File: src/hdl/u8wt_pkg.sv
package u8wt_pkg;

	// target encoding codes
	localparam logic [2:0] ENC_UTF16LE = 3'd0;
	localparam logic [2:0] ENC_UTF16BE = 3'd1;
	localparam logic [2:0] ENC_UTF32LE = 3'd2;
	localparam logic [2:0] ENC_UTF32BE = 3'd3;
	localparam logic [2:0] ENC_ASCII   = 3'd4;
	localparam logic [2:0] ENC_LATIN1  = 3'd5;

	// result kinds
	localparam logic [1:0] KIND_DATA = 2'd0;
	localparam logic [1:0] KIND_ERR  = 2'd1;
	localparam logic [1:0] KIND_END  = 2'd2;

	localparam int CP_W = 21;

	localparam logic [CP_W-1:0] CP_MAX     = 21'h10FFFF;
	localparam logic [CP_W-1:0] CP_SUPP    = 21'h010000;
	localparam logic [CP_W-1:0] CP_ASCII   = 21'h000080;
	localparam logic [CP_W-1:0] CP_LATIN1  = 21'h000100;
	localparam logic [9:0]      SURR_TOP   = 10'h01B;
	localparam logic [5:0]      HI_SURR    = 6'b110110;
	localparam logic [5:0]      LO_SURR    = 6'b110111;

	// group of up to four result words from one input word
	typedef struct packed {
		logic [3:0][7:0] bytes;
		logic [1:0]      cnt_m1;
		logic [1:0]      kind;
	} grp_t;

endpackage

File: src/hdl/u8wt_decode.sv
module u8wt_decode
	import u8wt_pkg::*;
(
	input  logic       clk,
	input  logic       arst_n,
	input  logic       cfg_wr_en,
	input  logic [2:0] cfg_wr_data,
	input  logic       in_acc,
	input  logic [7:0] in_byte,
	input  logic       is_end,
	input  logic       grp_take,
	output logic       grp_valid_s1,
	output grp_t       grp_s1
);

	logic [2:0]      enc_q;
	logic [CP_W-1:0] cp_q;
	logic [1:0]      pend_q;
	logic            hold_q;

	logic [CP_W-1:0] cp_d;
	logic [1:0]      pend_d;
	logic            hold_d;
	logic            has_res;
	grp_t            grp_d;

	always_comb begin
		logic [CP_W-1:0] u;
		logic [CP_W-1:0] cp_sh;
		logic [19:0]     v;
		logic [15:0]     w0;
		logic [15:0]     w1;
		logic            do_emit;
		logic            do_fail;
		cp_d    = cp_q;
		pend_d  = pend_q;
		hold_d  = hold_q;
		has_res = 1'b0;
		grp_d   = '0;
		u       = '0;
		v       = '0;
		w0      = '0;
		w1      = '0;
		do_emit = 1'b0;
		do_fail = 1'b0;
		cp_sh   = {cp_q[CP_W-7:0], in_byte[5:0]};
		if (is_end) begin
			cp_d         = '0;
			pend_d       = '0;
			hold_d       = 1'b0;
			has_res      = 1'b1;
			grp_d.kind   = KIND_END;
			grp_d.cnt_m1 = 2'd0;
		end else if (!hold_q) begin
			if (pend_q == 2'd0) begin
				if (!in_byte[7]) begin
					u       = {13'd0, in_byte};
					do_emit = 1'b1;
				end else if (in_byte[7:5] == 3'b110) begin
					cp_d   = {16'd0, in_byte[4:0]};
					pend_d = 2'd1;
				end else if (in_byte[7:4] == 4'b1110) begin
					cp_d   = {17'd0, in_byte[3:0]};
					pend_d = 2'd2;
				end else if (in_byte[7:3] == 5'b11110) begin
					cp_d   = {18'd0, in_byte[2:0]};
					pend_d = 2'd3;
				end else begin
					do_fail = 1'b1;
				end
			end else if (in_byte[7:6] != 2'b10) begin
				do_fail = 1'b1;
			end else begin
				cp_d   = cp_sh;
				pend_d = pend_q - 2'd1;
				if (pend_q == 2'd1) begin
					u       = cp_sh;
					do_emit = 1'b1;
				end
			end
		end

		if (do_emit) begin
			cp_d    = '0;
			has_res = 1'b1;
			v       = 20'(u - CP_SUPP);
			w0      = u[15:0];
			w1      = {LO_SURR, v[9:0]};
			if (u >= CP_SUPP) begin
				w0 = {HI_SURR, v[19:10]};
			end
			if (u > CP_MAX || u[CP_W-1:11] == SURR_TOP) begin
				do_fail = 1'b1;
			end else begin
				grp_d.kind = KIND_DATA;
				case (enc_q)
					ENC_UTF16LE: begin
						grp_d.bytes  = {w1[15:8], w1[7:0], w0[15:8], w0[7:0]};
						grp_d.cnt_m1 = (u >= CP_SUPP) ? 2'd3 : 2'd1;
					end
					ENC_UTF16BE: begin
						grp_d.bytes  = {w1[7:0], w1[15:8], w0[7:0], w0[15:8]};
						grp_d.cnt_m1 = (u >= CP_SUPP) ? 2'd3 : 2'd1;
					end
					ENC_UTF32LE: begin
						grp_d.bytes  = {8'd0, 3'd0, u[20:16], u[15:8], u[7:0]};
						grp_d.cnt_m1 = 2'd3;
					end
					ENC_UTF32BE: begin
						grp_d.bytes  = {u[7:0], u[15:8], 3'd0, u[20:16], 8'd0};
						grp_d.cnt_m1 = 2'd3;
					end
					ENC_ASCII: begin
						grp_d.bytes  = {24'd0, u[7:0]};
						grp_d.cnt_m1 = 2'd0;
						do_fail      = (u >= CP_ASCII);
					end
					ENC_LATIN1: begin
						grp_d.bytes  = {24'd0, u[7:0]};
						grp_d.cnt_m1 = 2'd0;
						do_fail      = (u >= CP_LATIN1);
					end
					default: begin
						do_fail = 1'b1;
					end
				endcase
			end
		end

		if (do_fail) begin
			cp_d         = '0;
			pend_d       = '0;
			hold_d       = 1'b1;
			has_res      = 1'b1;
			grp_d        = '0;
			grp_d.kind   = KIND_ERR;
		end
	end

	always_ff @(posedge clk or negedge arst_n) begin
		if (!arst_n) begin
			enc_q        <= ENC_UTF16LE;
			cp_q         <= '0;
			pend_q       <= '0;
			hold_q       <= 1'b0;
			grp_valid_s1 <= 1'b0;
		end else begin
			if (cfg_wr_en) begin
				enc_q <= cfg_wr_data;
			end
			if (in_acc) begin
				cp_q         <= cp_d;
				pend_q       <= pend_d;
				hold_q       <= hold_d;
				grp_valid_s1 <= has_res;
			end else if (grp_take) begin
				grp_valid_s1 <= 1'b0;
			end
		end
	end

	always_ff @(posedge clk) begin
		if (in_acc && has_res) begin
			grp_s1 <= grp_d;
		end
	end

endmodule

File: src/hdl/u8wt_serialize.sv
module u8wt_serialize
	import u8wt_pkg::*;
(
	input  logic       clk,
	input  logic       arst_n,
	input  logic       grp_valid_s1,
	input  grp_t       grp_s1,
	output logic       ser_take,
	output logic       out_valid,
	input  logic       out_stall,
	output logic [7:0] out_byte,
	output logic [1:0] kind,
	output logic       last
);

	logic       ser_valid_q;
	grp_t       ser_q;
	logic [1:0] idx_q;

	assign out_valid = ser_valid_q;
	assign out_byte  = ser_q.bytes[idx_q];
	assign kind      = ser_q.kind;
	assign last      = (idx_q == ser_q.cnt_m1);
	// free once the final word of the group goes out
	assign ser_take  = !ser_valid_q || (!out_stall && last);

	always_ff @(posedge clk or negedge arst_n) begin
		if (!arst_n) begin
			ser_valid_q <= 1'b0;
			idx_q       <= '0;
		end else if (ser_take) begin
			ser_valid_q <= grp_valid_s1;
			idx_q       <= '0;
		end else if (!out_stall) begin
			idx_q <= idx_q + 2'd1;
		end
	end

	always_ff @(posedge clk) begin
		if (ser_take && grp_valid_s1) begin
			ser_q <= grp_s1;
		end
	end

endmodule

File: src/hdl/utf8_to_wide_text_encoder_unit.sv
// utf-8 to utf-16/utf-32/ascii/latin-1 transcoder
// input channel: in_valid/in_stall with in_byte and is_end, one utf-8 byte
//   per word; is_end closes the stream and clears the decoder
// output channel: out_valid/out_stall with out_byte, kind, last; one byte
//   per word, last marks the final word caused by an input word
// config: cfg_wr_en/cfg_wr_data write target_encoding; write only while idle, the block does not enforce it
// path: an accepted input word goes into the group register, then into the
//   serializer register; its first output word shows when the output side is free
// throughput: one output word per cycle from the serializer while out_stall
//   is low; an input word makes 1 to 4 output words, a lead or held byte
//   makes none; the group register lets the next input word be taken while
//   the serializer is still sending
// errors give one kind=error word, then bytes are dropped until is_end
// reset: decoder state clears, target encoding returns to utf16le, both
//   output registers empty
// output stall: the serializer holds its word, the group register fills,
//   then in_stall rises
module utf8_to_wide_text_encoder_unit
	import u8wt_pkg::*;
(
	input  logic       clk,
	input  logic       arst_n,
	input  logic       cfg_wr_en,
	input  logic [2:0] cfg_wr_data,
	input  logic       in_valid,
	output logic       in_stall,
	input  logic [7:0] in_byte,
	input  logic       is_end,
	output logic       out_valid,
	input  logic       out_stall,
	output logic [7:0] out_byte,
	output logic [1:0] kind,
	output logic       last
);

	logic grp_valid_s1;
	grp_t grp_s1;
	logic ser_take;
	logic grp_take;
	logic in_acc;

	// group register moves on whenever the serializer frees up
	assign grp_take = grp_valid_s1 && ser_take;
	assign in_stall = grp_valid_s1 && !ser_take;
	assign in_acc   = in_valid && !in_stall;

	u8wt_decode u_dec (
		.clk          (clk),
		.arst_n       (arst_n),
		.cfg_wr_en    (cfg_wr_en),
		.cfg_wr_data  (cfg_wr_data),
		.in_acc       (in_acc),
		.in_byte      (in_byte),
		.is_end       (is_end),
		.grp_take     (grp_take),
		.grp_valid_s1 (grp_valid_s1),
		.grp_s1       (grp_s1)
	);

	u8wt_serialize u_ser (
		.clk          (clk),
		.arst_n       (arst_n),
		.grp_valid_s1 (grp_valid_s1),
		.grp_s1       (grp_s1),
		.ser_take     (ser_take),
		.out_valid    (out_valid),
		.out_stall    (out_stall),
		.out_byte     (out_byte),
		.kind         (kind),
		.last         (last)
	);

endmodule

File: config.mk
export PLATFORM = sky130hd
export DESIGN_NAME = utf8_to_wide_text_encoder_unit
export DESIGN_NICKNAME = d
export VERILOG_FILES = /design/src/hdl/u8wt_pkg.sv /design/src/hdl/u8wt_decode.sv /design/src/hdl/u8wt_serialize.sv /design/src/hdl/utf8_to_wide_text_encoder_unit.sv
export SDC_FILE = /design/constraint.sdc
export NUM_CORES = 1
export LEC_CHECK = 0
export ABC_AREA = 1
export BUFFER_PORTS_ARGS = -buffer_cell sky130_fd_sc_hd__buf_4
export CORE_MARGIN = 10
export CORE_UTILIZATION = 30
export DETAILED_ROUTE_END_ITERATION = 12
export PLACE_DENSITY = 0.44
export SYNTH_ARGS = -nofsm -noshare
export SYNTH_HDL_FRONTEND = slang
export SYNTH_SLANG_ARGS = --single-unit
File: constraint.sdc
create_clock -name clk -period 3.95 [get_ports clk]
set_input_delay 0.5925 -clock clk [delete_from_list [all_inputs] [get_ports clk]]
set_output_delay 0.5925 -clock clk [all_outputs]
set_load 0.03 [all_outputs]
# Yosys cells after proc, flatten, opt, wreduce, memory -nomap -nowiden
# Index checks and enable logic that the tools add are counted.
[totals]
ff_bits = 97
inputBits = 17
output_inout_bits = 13
elab_cells = 129
[op_classes]
n_addsub = 3
magnitude_cmp = 5
eq_ne = 21
mux = 59
n_bitwise = 1
reduce_logical = 21
[op_table]
columns = ["op", "n"]
rows = [
  ["case mux 34 bit (5 select lines)", 1],
  ["two-way mux 15 bit", 10],
  ["two-way mux 21 bit", 5],
  ["two-way mux 2 bit", 13],
  ["two-way mux 1 bit", 23],
  [">= comparator 21 x 17 -> 1 bit, second input constant", 1],
  [">= comparator 21 x 8 -> 1 bit, second input constant", 1],
  [">= comparator 21 x 9 -> 1 bit, second input constant", 1],
  ["> comparator 21 bit, second input constant", 1],
  ["subtractor 20 x 17 -> 20 bit, second input constant", 1],
  ["binary-select mux 8 bit (select 2 bit)", 1],
  ["two-way mux 16 bit", 1],
  ["== test 10 x 5 -> 1 bit, second input constant", 1],
  ["AND reduction 5 bit", 2],
  ["== test 3 bit, second input constant", 3],
  ["two-way mux 4 bit", 2],
  ["two-way mux 8 bit", 1],
  ["!= test 4 bit, second input constant", 2],
  ["two-way mux 7 bit", 1],
  ["!= test 7 bit, second input constant", 1],
  ["== test 3 x 2 -> 1 bit, second input constant", 2],
  ["!= test 6 bit, second input constant", 1],
  ["== test 5 bit, second input constant", 1],
  ["logical AND 1 bit", 5],
  ["24 further kinds", 29],
]

# Longest topological paths before layout
[depth]
ltp_word = 13
mapped_depth = 18

# Modules after synthesis
# A second synthesis with hierarchy kept.
[unflattened]
cells_unflattened = 603
hier_area_um2 = 5270.1
[by_module_without_submodules]
columns = ["mod", "instances", "cells_per_inst", "area_per_inst_um2", "seq_area_each_um2"]
rows = [
  ["u8wt_decode", 1, 487, 3676.0, 1631.6],
  ["u8wt_serialize", 1, 109, 1562.7, 1156.1],
  ["utf8_to_wide_text_encoder_unit", 1, 7, 31.3, 0.0],
]

# Worst setup path after synthesis
# Ideal clock, no wire load.
[synth_path]
path_kind = "register -> register"
start = "register u_ser.idx_q[0]"
end = "register u_ser.ser_q (netlist bit u_ser.kind[0]), enable pin"
setup_time_ps = 429
t_arrival_ps = 3053
path_slack_ps = 468
path_stages_with_launch = 7
n_path_buf = 0
path_cell_list = "dfrtp_1 or2_2 a21oi_1 inv_1 o21ai_2 inv_1 nor2_1"
[synth_via]
elab_chain_len = 4
[synth_rtl]
columns = ["element", "line", "source"]
rows = [
  ["start, declared", "u8wt_serialize.sv:18", "logic [1:0] idx_q;"],
  ["start signal, assigned", "u8wt_serialize.sv:35", "idx_q <= idx_q + 2'd1;"],
  ["== test 2 bit", "u8wt_serialize.sv:23", "assign last = (idx_q == ser_q.cnt_m1);"],
  ["named net last", "utf8_to_wide_text_encoder_unit.sv:33", "output logic last"],
  ["logical AND 1 bit", "u8wt_serialize.sv:25", "assign ser_take = !ser_valid_q || (!out_stall && last);"],
  ["logical OR 1 bit", "u8wt_serialize.sv:25", ""],
  ["logical AND 1 bit", "n/a", ""],
  ["named net grp_take", "utf8_to_wide_text_encoder_unit.sv:39", "logic grp_take;"],
  ["end signal, assigned", "u8wt_serialize.sv:41", "ser_q <= grp_s1;"],
  ["end, declared", "u8wt_serialize.sv:17", "grp_t ser_q;"],
]
# The timed path passes the listed nets, and every way through them passes these cells.
# A chain may end at the register's enable or synchronous reset.

# Worst setup path in the final report
[layout_path]
start = "register u_dec.hold_q"
end = "register, netlist name u_dec.grp_s1[30]"
[layout_via]
elab_chain_len = 7
elab_cells_between_ends = 18
[layout_rtl]
columns = ["element", "line", "source"]
rows = [
  ["start, declared", "u8wt_decode.sv:19", "logic hold_q;"],
  ["start signal, assigned", "u8wt_decode.sv:154", "hold_q <= hold_d;"],
  ["two-way mux 21 bit", "u8wt_decode.sv:54", "end else if (!hold_q) begin"],
  ["two-way mux 21 bit", "u8wt_decode.sv:47", "if (is_end) begin"],
  [">= comparator 21 x 9 -> 1 bit, or another cell as far along", "u8wt_decode.sv:121", "do_fail = (u >= CP_LATIN1);"],
  ["case mux 1 bit (3 select lines) / logical OR 1 bit (equally long branches)", "u8wt_decode.sv:96, u8wt_decode.sv:92", ""],
  ["two-way mux 1 bit", "u8wt_decode.sv:92", "if (u > CP_MAX || u[CP_W-1:11] == SURR_TOP) begin"],
  ["two-way mux 1 bit", "u8wt_decode.sv:83", "if (do_emit) begin"],
  ["OR reduction 3 bit (no line)", "n/a", ""],
]
# Several ways; a longest one is shown, not always the timed one.

==> reports/results.txt <==
DR vias/cell -> 4.91
ys async rst share -> 25.8%
GRT Overall Usage -> 13.0%
gr ovfl total -> 0
fmax -> 335 MHz
Vias -> 4166
final wirelength -> 14000 µm
remaining antenna violation count after routing -> 0
number of max-cap violations -> 0
Clk Tree Root Cell -> clkbuf_16
Peak supply drop -> 0.267 mV
worst slew pin tran -> 0.669 ns
Clk Latency, worst-skew pair -> 0.36 ns
vias in the first global route -> 4142
die extent in y -> 151 µm
WL/cell -> 16.5 µm
ys flop type -> edfxtp_1
initial DRC count -> 360
Syn Nets -> 612
CTS Buf Count -> 9
Synthesis Warnings -> 0
Fin. Hold Viols -> 0
Synth Instances -> 592
area added between synthesis and finish -> 16.4%
largest net degree at the start of global routing -> 36
power per cell area -> 630 nW/µm²
# resized after CTS -> 0
die area -> 22700 µm²
clock buffer depth -> 2
Yosys top cell by area -> edfxtp_1
Ports -> 30
Seq/Total Area, Yosys -> 54.4%
Synth top area share -> 42.2%
Req. time, crit path -> 4.03 ns
Die Wd -> 151 µm
initial antenna violation count -> 0
CP Max Fanout -> 16
TritonCTS clock tree -> done
Antenna Diode Count -> 0
Buffers on Ports -> 29
Setup-failing EPs final -> 0
Core ar. -> 16600 µm²
final setup margin -> 0.968 ns
Final Cycle Share -> 75.5%
slew margin rel. -> 55.3%
H-tree Lvls -> 3
hpwl dp -> 10700 µm
status -> complete, no violations
Worst setup EP type -> register
clk sinks -> 97
synth top area cells -> edfxtp_1 42%, dfrtp_1 12%, nand2_1 8.5%
Post-Syn Area -> 5130 µm²
startpoint types -> register
HP Class -> input port to async pin
number of synthesized flops with an enable pin -> 72
RSZ-0062 raised after global routing -> false
Detailed Routing Iterations Pass 1 -> 6
Rows -> 47
Leak -> 2.43 nW
Synth cell types -> 34
first-pass GRT wire length -> 22800 µm
Mapped Avg Cell Area -> 8.66 µm²
Tot Pwr -> 3.76 mW
layout cells sized above 1 -> 13.1%
Arr. time, crit path -> 3.06 ns
CTS Hold Bufs -> 0
Final Net Count -> 644
Crit Path Class -> register to register
CTS clk-pin slew, worst paths -> 0.07 ns
synth cell count leaders -> 116 x nand2_1, 79 x nand3_1, 72 x edfxtp_1
RePlAce Congestion -> 0.939
minimum clock period -> 2.98 ns
most frequent cell after synthesis -> nand2_1
Place WS -> 0.699 ns
Yosys reg bits -> 97
total negative setup slack -> 0 ns
postcts setup bufs -> 0
Initial Util -> 30.8%
clk_skew -> 0.0169 ns
max-slew violations -> 0
drt drc -> 0
through the flow:
step | cells | util [%] | hold slack [ns] | instance area (µm²)
after global routing | 848 | 35.9 | 0.146 | 5970
after global placement | 833 | 33.7 | 0.402 | 5610
after floorplan | 592 | - | 0.297 | 5130
after CTS | 848 | 35.9 | 0.137 | 5970
final | 848 | 35.9 | 0.134 | 5970
after detailed placement | 833 | 33.7 | 0.405 | 5610
worst max-delay path: stages (launching register included):
cell and delay [ns]:
dfrtp_1 0.43, nor2_2 0.45, nand3_1 0.20, nor2_2 0.23, inv_1 0.21, ha_1 0.23
inv_1 0.05, nor2_1 0.05, nand3_1 0.07, nand2_1 0.05, nand2_1 0.34, buf_4 0.29
a21oi_1 0.08
cells by family (layout without fill, tap and decap cells):
family | count (synthesis) | in the layout | share of synthesized area, %
XOR/XNOR | 4 | 4 | 0.683
flip-flops | 97 | 97 | 54.4
AO/OA/AOI/OAI | 103 | 103 | 11.1
adder cells (fa/ha/maj) | 3 | 3 | 0.732
buffers and inverters | 88 | 124 | 7.17
AND/OR/NAND/NOR | 296 | 296 | 25.7
multiplexers | 1 | 1 | 0.220
power by group:
part	total, mW	internal, mW	switching [mW]
logic	1.18	0.331	0.853
registers	1.52	1.42	0.0974
clock network	1.06	0.683	0.375
total	3.76	2.43	1.33
worst paths after layout:
kind                                                from                        endpoint  slack, ns  depth (start not counted)
max                             u_dec.hold_q$_DFFE_PN0P_  u_dec.grp_s1[30]$_SDFFCE_PP0P_       0.97                         12
min                                               arst_n     u_dec.pend_q[1]$_DFFE_PN0P_       0.13                          1
min reg2reg                u_dec.grp_s1[9]$_SDFFCE_PP0P_        u_ser.ser_q[9]$_DFFE_PP_       0.42                          0
max reg2reg                     u_dec.hold_q$_DFFE_PN0P_  u_dec.grp_s1[30]$_SDFFCE_PP0P_       0.97                         12
max in group asynchronous                         arst_n      u_dec.cp_q[11]$_DFFE_PN0P_       3.55                          1
min in group clk           u_dec.grp_s1[9]$_SDFFCE_PP0P_        u_ser.ser_q[9]$_DFFE_PP_       0.42                          0
flip-flops by register name, indices dropped and copies added (netlist names):
name,count
u_ser.ser_q,34
u_dec.grp_valid_s1,1
u_ser.idx_q,2
u_dec.grp_s1,36
u_dec.cp_q,15
u_ser.kind,2
u_dec.enc_q,3
u_dec.hold_q,1
u_dec.pend_q,2
u_ser.out_valid,1
layer usage:
metal | vias up | track usage, % | share of wire, %
met5 | - | 0 | 0
met4 | 0 | 4.28 | 1.4
met3 | 13 | 2.76 | 4.8
met2 | 87 | 21.4 | 48
met1 | 1988 | 16.6 | 46
li1 | 2078 | - | -
cells in the final DEF (no fill, tap or decap), drive strengths merged, types with 3 or more instances in the layout:
cell,synthesis,routed
nand2,123,123
nor2,80,80
nand3,79,79
edfxtp,72,72
inv,68,70
o21ai,44,44
buf,12,41
a21oi,36,36
dfrtp,25,25
o22ai,13,13
clkbuf,8,9
nand4,8,8
xor2,4,4
bufinv,0,4
nor3,3,3
a41oi,3,3
ha,3,3
o211ai,3,3
cell type report:
type	count	area, µm²
fillers	1723	10700
well taps	220	275
repair buffers	41	308
flip-flops and latches	97	2790
multi-input cells	407	1980
clock inverters	6	138
clock buffers	9	225
inverters	68	255
No activity file was read; power rests on OpenSTA's default activity.
